[src/rtl/kcs_pkg.sv]
// kcs_pkg: shared constants, codes and control structs of the keymap command store
// used by the channel interfaces and by every module of the block but kcs_ram; no dependencies
package kcs_pkg;

  // store geometry
  localparam int unsigned STORE_BYTES = 2048;
  localparam int unsigned MAX_CHUNK   = 28;
  localparam int unsigned STORE_AW    = $clog2(STORE_BYTES);
  localparam int unsigned SIZE_W      = STORE_AW + 1;

  // field widths
  localparam int unsigned OPCODE_W = 3;
  localparam int unsigned INDEX_W  = 8;
  localparam int unsigned CODE_W   = 16;
  localparam int unsigned OFFS_W   = 16;
  localparam int unsigned CHUNK_W  = 5;
  localparam int unsigned BYTE_W   = 8;
  localparam int unsigned STATUS_W = 2;
  localparam int unsigned VALUE_W  = 16;

  // configuration registers
  localparam int unsigned ROWS_W     = 6;
  localparam int unsigned COLS_W     = 6;
  localparam int unsigned VER_W      = 16;
  localparam int unsigned CFG_IDX_W  = 2;
  localparam int unsigned CFG_DATA_W = 16;

  localparam logic [CFG_IDX_W-1:0] CFG_ROWS    = 2'd0;
  localparam logic [CFG_IDX_W-1:0] CFG_COLS    = 2'd1;
  localparam logic [CFG_IDX_W-1:0] CFG_VERSION = 2'd2;

  localparam logic [ROWS_W-1:0] ROWS_RST = 6'd2;
  localparam logic [COLS_W-1:0] COLS_RST = 6'd2;
  localparam logic [VER_W-1:0]  VER_RST  = 16'd9;

  // derived datapath widths
  localparam int unsigned CELLS_W    = ROWS_W + COLS_W;
  localparam int unsigned DIVISOR_W  = CELLS_W + 1;
  localparam int unsigned DCNT_W     = $clog2(SIZE_W + 1);
  localparam int unsigned LAYERS_W   = 8;
  localparam int unsigned LAYERS_MAX = 255;
  localparam int unsigned USED_W     = LAYERS_W + CELLS_W + 1;
  localparam int unsigned PROD_W     = INDEX_W + CELLS_W;
  localparam int unsigned RC_W       = INDEX_W + COLS_W;
  localparam int unsigned KEY_W      = PROD_W + 1;
  localparam int unsigned KEY_ADDR_W = KEY_W + 2;
  localparam int unsigned BUF_ADDR_W = OFFS_W + 1;
  localparam int unsigned LEN_CMP_W  = CHUNK_W + 1;

  typedef enum logic [OPCODE_W-1:0] {
    OP_VERSION  = 3'd0,
    OP_GET_KEY  = 3'd1,
    OP_SET_KEY  = 3'd2,
    OP_LAYERS   = 3'd3,
    OP_GET_BUF  = 3'd4,
    OP_SET_BYTE = 3'd5,
    OP_CLR_FLAG = 3'd6,
    OP_UNKNOWN  = 3'd7
  } opcode_e;

  localparam logic [STATUS_W-1:0] ST_OK        = 2'd0;
  localparam logic [STATUS_W-1:0] ST_UNHANDLED = 2'd1;
  localparam logic [STATUS_W-1:0] ST_RANGE     = 2'd2;

  typedef enum logic [1:0] {
    ADDR_CLEAR  = 2'd0,
    ADDR_KEY_HI = 2'd1,
    ADDR_KEY_LO = 2'd2,
    ADDR_BUF    = 2'd3
  } addr_sel_e;

  typedef enum logic [2:0] {
    RES_ZERO    = 3'd0,
    RES_VERSION = 3'd1,
    RES_KEY     = 3'd2,
    RES_LAYERS  = 3'd3,
    RES_BYTE    = 3'd4
  } res_sel_e;

  // controller to datapath
  typedef struct packed {
    logic                latch_in;
    logic                key_mul;
    logic                key_sum;
    logic                div_start;
    logic                div_step;
    logic                used_mul;
    logic                ram_we;
    logic                ram_re;
    addr_sel_e           addr_sel;
    logic                cap_hi;
    logic                cap_lo;
    logic                cap_byte;
    logic                flag_set;
    logic                flag_clr;
    logic                out_load;
    res_sel_e            res_sel;
    logic [STATUS_W-1:0] res_status;
    logic                res_last;
    logic                idx_clr;
    logic                idx_inc;
    logic                clr_inc;
  } kcs_cmd_t;

  // datapath to controller
  typedef struct packed {
    opcode_e opcode;
    logic    clear_done;
    logic    div_done;
    logic    key_oor;
    logic    len_zero;
    logic    buf_last;
    logic    out_free;
  } kcs_stat_t;

endpackage

[src/rtl/kcs_ctrl.sv]
// kcs_ctrl: command sequencer of the keymap command store
// depends on kcs_pkg; drives kcs_datapath through kcs_cmd_t, reads kcs_stat_t
module kcs_ctrl (
  input  logic               clk_i,
  input  logic               rst_ni,
  input  logic               in_valid_i,
  output logic               in_ready_o,
  input  kcs_pkg::kcs_stat_t stat_i,
  output kcs_pkg::kcs_cmd_t  cmd_o
);
  import kcs_pkg::*;

  localparam logic [3:0] S_CLEAR      = 4'd0;
  localparam logic [3:0] S_IDLE       = 4'd1;
  localparam logic [3:0] S_DECODE     = 4'd2;
  localparam logic [3:0] S_KEY_MUL    = 4'd3;
  localparam logic [3:0] S_KEY_SUM    = 4'd4;
  localparam logic [3:0] S_KEY_CHK    = 4'd5;
  localparam logic [3:0] S_KEY_RD_LO  = 4'd6;
  localparam logic [3:0] S_KEY_CAP_LO = 4'd7;
  localparam logic [3:0] S_KEY_WR_LO  = 4'd8;
  localparam logic [3:0] S_DIV        = 4'd9;
  localparam logic [3:0] S_BYTE_WR    = 4'd10;
  localparam logic [3:0] S_BUF_RD     = 4'd11;
  localparam logic [3:0] S_BUF_CAP    = 4'd12;
  localparam logic [3:0] S_EMIT       = 4'd13;

  logic [3:0] state_q, state_d;
  logic       more_bytes;

  assign in_ready_o = (state_q == S_IDLE);
  assign more_bytes = (stat_i.opcode == OP_GET_BUF) && !stat_i.len_zero && !stat_i.buf_last;

  always_comb begin
    state_d = state_q;
    cmd_o   = '0;
    case (state_q)
      S_CLEAR: begin
        cmd_o.ram_we   = 1'b1;
        cmd_o.addr_sel = ADDR_CLEAR;
        cmd_o.clr_inc  = 1'b1;
        if (stat_i.clear_done) begin
          state_d = S_IDLE;
        end
      end
      S_IDLE: begin
        if (in_valid_i) begin
          cmd_o.latch_in = 1'b1;
          cmd_o.idx_clr  = 1'b1;
          state_d        = S_DECODE;
        end
      end
      S_DECODE: begin
        case (stat_i.opcode)
          OP_GET_KEY, OP_SET_KEY: state_d = S_KEY_MUL;
          OP_LAYERS, OP_SET_BYTE: begin
            cmd_o.div_start = 1'b1;
            state_d         = S_DIV;
          end
          OP_GET_BUF: begin
            if (stat_i.len_zero) begin
              state_d = S_EMIT;
            end else begin
              cmd_o.div_start = 1'b1;
              state_d         = S_DIV;
            end
          end
          OP_CLR_FLAG: begin
            cmd_o.flag_clr = 1'b1;
            state_d        = S_EMIT;
          end
          default: state_d = S_EMIT;
        endcase
      end
      S_KEY_MUL: begin
        cmd_o.key_mul = 1'b1;
        state_d       = S_KEY_SUM;
      end
      S_KEY_SUM: begin
        cmd_o.key_sum = 1'b1;
        state_d       = S_KEY_CHK;
      end
      S_KEY_CHK: begin
        cmd_o.addr_sel = ADDR_KEY_HI;
        if (stat_i.key_oor) begin
          state_d = S_EMIT;
        end else if (stat_i.opcode == OP_GET_KEY) begin
          cmd_o.ram_re = 1'b1;
          state_d      = S_KEY_RD_LO;
        end else begin
          cmd_o.ram_we = 1'b1;
          state_d      = S_KEY_WR_LO;
        end
      end
      S_KEY_RD_LO: begin
        cmd_o.addr_sel = ADDR_KEY_LO;
        cmd_o.ram_re   = 1'b1;
        cmd_o.cap_hi   = 1'b1;
        state_d        = S_KEY_CAP_LO;
      end
      S_KEY_CAP_LO: begin
        cmd_o.cap_lo = 1'b1;
        state_d      = S_EMIT;
      end
      S_KEY_WR_LO: begin
        cmd_o.addr_sel = ADDR_KEY_LO;
        cmd_o.ram_we   = 1'b1;
        cmd_o.flag_set = 1'b1;
        state_d        = S_EMIT;
      end
      S_DIV: begin
        if (!stat_i.div_done) begin
          cmd_o.div_step = 1'b1;
        end else if (stat_i.opcode == OP_LAYERS) begin
          state_d = S_EMIT;
        end else begin
          cmd_o.used_mul = 1'b1;
          state_d = (stat_i.opcode == OP_SET_BYTE) ? S_BYTE_WR : S_BUF_RD;
        end
      end
      S_BYTE_WR: begin
        // datapath drops the write when the offset lies past the used size
        cmd_o.addr_sel = ADDR_BUF;
        cmd_o.ram_we   = 1'b1;
        cmd_o.flag_set = 1'b1;
        state_d        = S_EMIT;
      end
      S_BUF_RD: begin
        cmd_o.addr_sel = ADDR_BUF;
        cmd_o.ram_re   = 1'b1;
        state_d        = S_BUF_CAP;
      end
      S_BUF_CAP: begin
        cmd_o.addr_sel = ADDR_BUF;
        cmd_o.cap_byte = 1'b1;
        state_d        = S_EMIT;
      end
      S_EMIT: begin
        cmd_o.res_last = !more_bytes;
        case (stat_i.opcode)
          OP_VERSION: cmd_o.res_sel = RES_VERSION;
          OP_GET_KEY: begin
            cmd_o.res_sel    = stat_i.key_oor ? RES_ZERO : RES_KEY;
            cmd_o.res_status = stat_i.key_oor ? ST_RANGE : ST_OK;
          end
          OP_SET_KEY: cmd_o.res_status = stat_i.key_oor ? ST_RANGE : ST_OK;
          OP_LAYERS:  cmd_o.res_sel = RES_LAYERS;
          OP_GET_BUF: cmd_o.res_sel = stat_i.len_zero ? RES_ZERO : RES_BYTE;
          OP_UNKNOWN: cmd_o.res_status = ST_UNHANDLED;
          default:    cmd_o.res_sel = RES_ZERO;
        endcase
        if (stat_i.out_free) begin
          cmd_o.out_load = 1'b1;
          if (more_bytes) begin
            cmd_o.idx_inc = 1'b1;
            state_d       = S_BUF_RD;
          end else begin
            state_d = S_IDLE;
          end
        end
      end
      default: state_d = S_IDLE;
    endcase
  end

  always_ff @(posedge clk_i or negedge rst_ni) begin
    if (!rst_ni) begin
      state_q <= S_CLEAR;
    end else begin
      state_q <= state_d;
    end
  end

endmodule

[config.mk]
export PLATFORM = sky130hd
export DESIGN_NAME = kcs_ctrl
export DESIGN_NICKNAME = d
export VERILOG_FILES = /design/src/rtl/kcs_pkg.sv /design/src/rtl/kcs_ctrl.sv
export SDC_FILE = /design/constraint.sdc
export NUM_CORES = 1
export LEC_CHECK = 0
export BUFFER_PORTS_ARGS = -buffer_cell sky130_fd_sc_hd__buf_4
export CORE_MARGIN = 4
export CORE_UTILIZATION = 44
export CTS_CLUSTER_SIZE = 10
export DETAILED_ROUTE_END_ITERATION = 6
export PLACE_DENSITY = 0.86
export REMOVE_ABC_BUFFERS = 1
export SETUP_SLACK_MARGIN = 0.15
export SYNTH_ARGS = -nofsm -noshare
export SYNTH_HDL_FRONTEND = slang
export SYNTH_SLANG_ARGS = --single-unit
export TNS_END_PERCENT = 50
[constraint.sdc]
create_clock -name clk_i -period 2.1 [get_ports clk_i]
set_input_delay 0.42 -clock clk_i [delete_from_list [all_inputs] [get_ports clk_i]]
set_output_delay 0.42 -clock clk_i [all_outputs]
set_load 0.01 [all_outputs]
==> summary.md <==
| Metric | Value |
|---|---|
| Final setup violation count | 0 |
| Pre-antenna DRT Iters | 4 |
| Floorplan die height | 48.79 µm |
| YS warnings | 0 |
| Final Max Tran Viols | 0 |
| Worst slew pin tran | about 0.35 ns |
| Area leader, netlist | dfrtp_1 |
| Root Driver | clkbuf_4 |
| FMAX | 489.3 MHz |
| Vias | roughly 1000 |
| WP data required | roughly 1.7 ns |
| Post-synth ARST share | 100.0% |
| Met3 WL | 297 µm |
| Final instance area | 1145 µm² |
| Critical path peak fanout | 8 |
| Area grow syn2layout | 56.41% |
| Reg clk slew, reported paths | 0.04 ns |
| VDD IR max | 0.0008112 V |
| Post-layout min period | 2.044 ns |
| CTS Buffer Depth | 2 |
| Initial drt markers | 35 |
| Number of global-route vias before repair | 941 |
| Top_reg_cell synth | dfrtp_1 |
| Syn_area_per_cell | 6.535 µm² |
| Dominant cells by area after synthesis | dfrtp_1 14%, nor2_1 7.2%, nor3_1 6.2% |
| Initial Util | 47.48% |
| Largest net degree at the start of global routing | 17 |
| Clock latency on the worst-skew pair | 0.24 ns |
| Met2 wire length | 1309 µm |
| Share of layout cells above drive strength 1 | between 40% and 50% |
| Worst hold slack | between 0.4 and 0.5 ns |
| Total global-route track usage | 21.22% |
| DP Area | 1015 µm² |
| Critical path type | input pin to output pin |
| Setup crit start kind | input pin |
| Synth top area share | between 10% and 20% |
| Setup TNS | 0 ns |
| DRC errors left | 0 |
| Initial antenna violation count | 0 |
| Non-filler cells, final | 167 |
| # port buffers | 37 |
| Syn Inst Count | between 100 and 150 |
| Hold Crit Class | input pin to flip-flop |
| Pwr dens | 1186 nW/µm² |
| H-tree Lvls | 1 |
| Max-Cap Viols | 0 |
| Most flops, register | state_q |
| Top sig layer | met4 |
| CORE AREA | about 1500 µm² |
| Die X | 48.79 µm |
| Nets | roughly 170 |
| CTS Sinks | 4 |
| Die ar. | 2380 µm² |
| Final Wtd Congestion | 0.8816 |
| Io pins | 38 |
| Largest register FFs | 4 |
| EDFF count, synth | 0 |
| Post-Route M1 WL | ~1000 µm |
| Sequential share of the synthesized area | roughly 14% |
| Wire per inst | 16.29 µm |
| Status | finished, final reports clean |
| Detailed-route wire length | 2720 µm |
| Largest registers | state_q x4 |
| CTS tree | built |
| Post-synthesis cell area | 732.0 µm² |
| Max-slew headroom | around 76% |
| Crit share post-route | 97.32% |
| CTS buffer count | 3 |
| # rows | 14 |
| Total global routing overflow | 0 |
| Fillers | between 100 and 150 |
| Vias per cell | roughly 6.3 |
| CP endpoint kind | output pin |
| Worst Path Arrival | 1.62 ns |
| Leak Pwr | 0.5251 nW |
| Yosys reg bits | 4 |
| RSZ-0062 raised after global routing | yes |
| DP HPWL | 1921 µm |
| Antenna viol nets, final | 0 |
| Placed Cells | ~160 |
| Cell variety after synth | 44 |
| First-pass GRT wire length | 4195 µm |
| Final hold viol count | 0 |
| Ant. Diodes | 0 |
| Max Clock Skew | 0.005700 ns |
[where the power goes]
group          internal [mW]  switching (mW)
sequential             0.121          0.0911
combinational          0.500           0.548
clock                 0.0640          0.0331
[kinds of logic after synthesis]
group                  share of synthesized area [%]
AND/OR/NAND/NOR                                44.45
AO/OA/AOI/OAI                                  26.50
buffers and inverters                          12.99
flip-flops                                     13.68
XOR/XNOR                                       2.394
[worst max-delay path: stages]
cell,delay [ns]
buf_4,0.14
or4b_4,0.57
nor4_1,0.29
buf_4,0.20
[cells in the final DEF (no fill, tap or decap), types with 3 or more instances in the layout]
cell	instances
buf_4	45
nor2_1	13
nand2_1	12
nor3_1	6
inv_1	5
o21ai_1	4
dfrtp_2	4
nor3_2	3
o21ai_0	3
o21a_1	3
o211ai_1	3
clkbuf_4	3
[final timing paths]
| path | start | endpoint | slack [ns] | cells past startpoint |
|---|---|---|---|---|
| worst min-delay path | stat_i[0] | state_q[2] | 0.41 | 2 |
| worst max-delay path | stat_i[7] | cmd_o[1] | 0.06 | 4 |
| worst min register to register | state_q[0] | state_q[3] | 0.59 | 1 |
| max in group asynchronous | rst_ni | state_q[1] | 1.47 | 2 |
| min in group asynchronous | rst_ni | state_q[2] | 0.51 | 2 |
| worst max register to register | state_q[0] | state_q[1] | 0.46 | 7 |
[synthesized netlist by cell type, types with 2 or more instances]
| cell type | instances |
|---|---|
| a21oi_1 | 2 |
| a31oi_1 | 3 |
| and2_1 | 2 |
| buf_1 | 2 |
| buf_2 | 4 |
| buf_6 | 2 |
| clkbuf_1 | 4 |
| dfrtp_1 | 4 |
| inv_1 | 5 |
| nand2_1 | 12 |
| nand2b_1 | 3 |
| nand3b_1 | 2 |
| nor2_1 | 14 |
| nor2b_1 | 3 |
| nor3_1 | 9 |
| nor3b_1 | 3 |
| nor4b_1 | 2 |
| o211ai_1 | 3 |
| o21a_1 | 3 |
| o21ai_0 | 3 |
| o21ai_1 | 4 |
[routing by layer]
layer	GRT usage, %	vias up
met5	0	-
met4	11.21	0
met3	6.422	18
met2	34.57	82
met1	24.63	466
li1	-	481
[repair_timing]
| action | 4_1_cts | 5_1_grt |
|---|---|---|
| gates resized for setup | 6 | 10 |
| endpoints found under the hold margin | 4 | 0 |
| gates cloned | 0 | 1 |
| pin swaps | 0 | 2 |
| buffers inserted | 2 | 2 |
| endpoints found under the setup margin | 9 | 13 |
| hold buffers | 1 | 0 |
[layout make-up]
cell class	instances	area (µm²)	share of cell area [%]
multi-input combinational	89	590.6	51.58
sequential	4	105.1	9.180
timing repair buffer	49	384.1	33.55
tap	16	20.02	1.749
clock buffer	3	22.52	1.967
inverter	6	22.52	1.967
[stage by stage]
step	power (mW)	setup WS (ns)	util, %
CTS	1.275	0.1229	70.54
finish	1.358	0.05618	74.27
global placement	1.103	0.2031	65.83
global route	1.466	0.07606	74.27
floorplan	0.7208	0.1400	-
detailed placement	1.127	0.1872	65.83
Power figures use the tool's default switching activity.
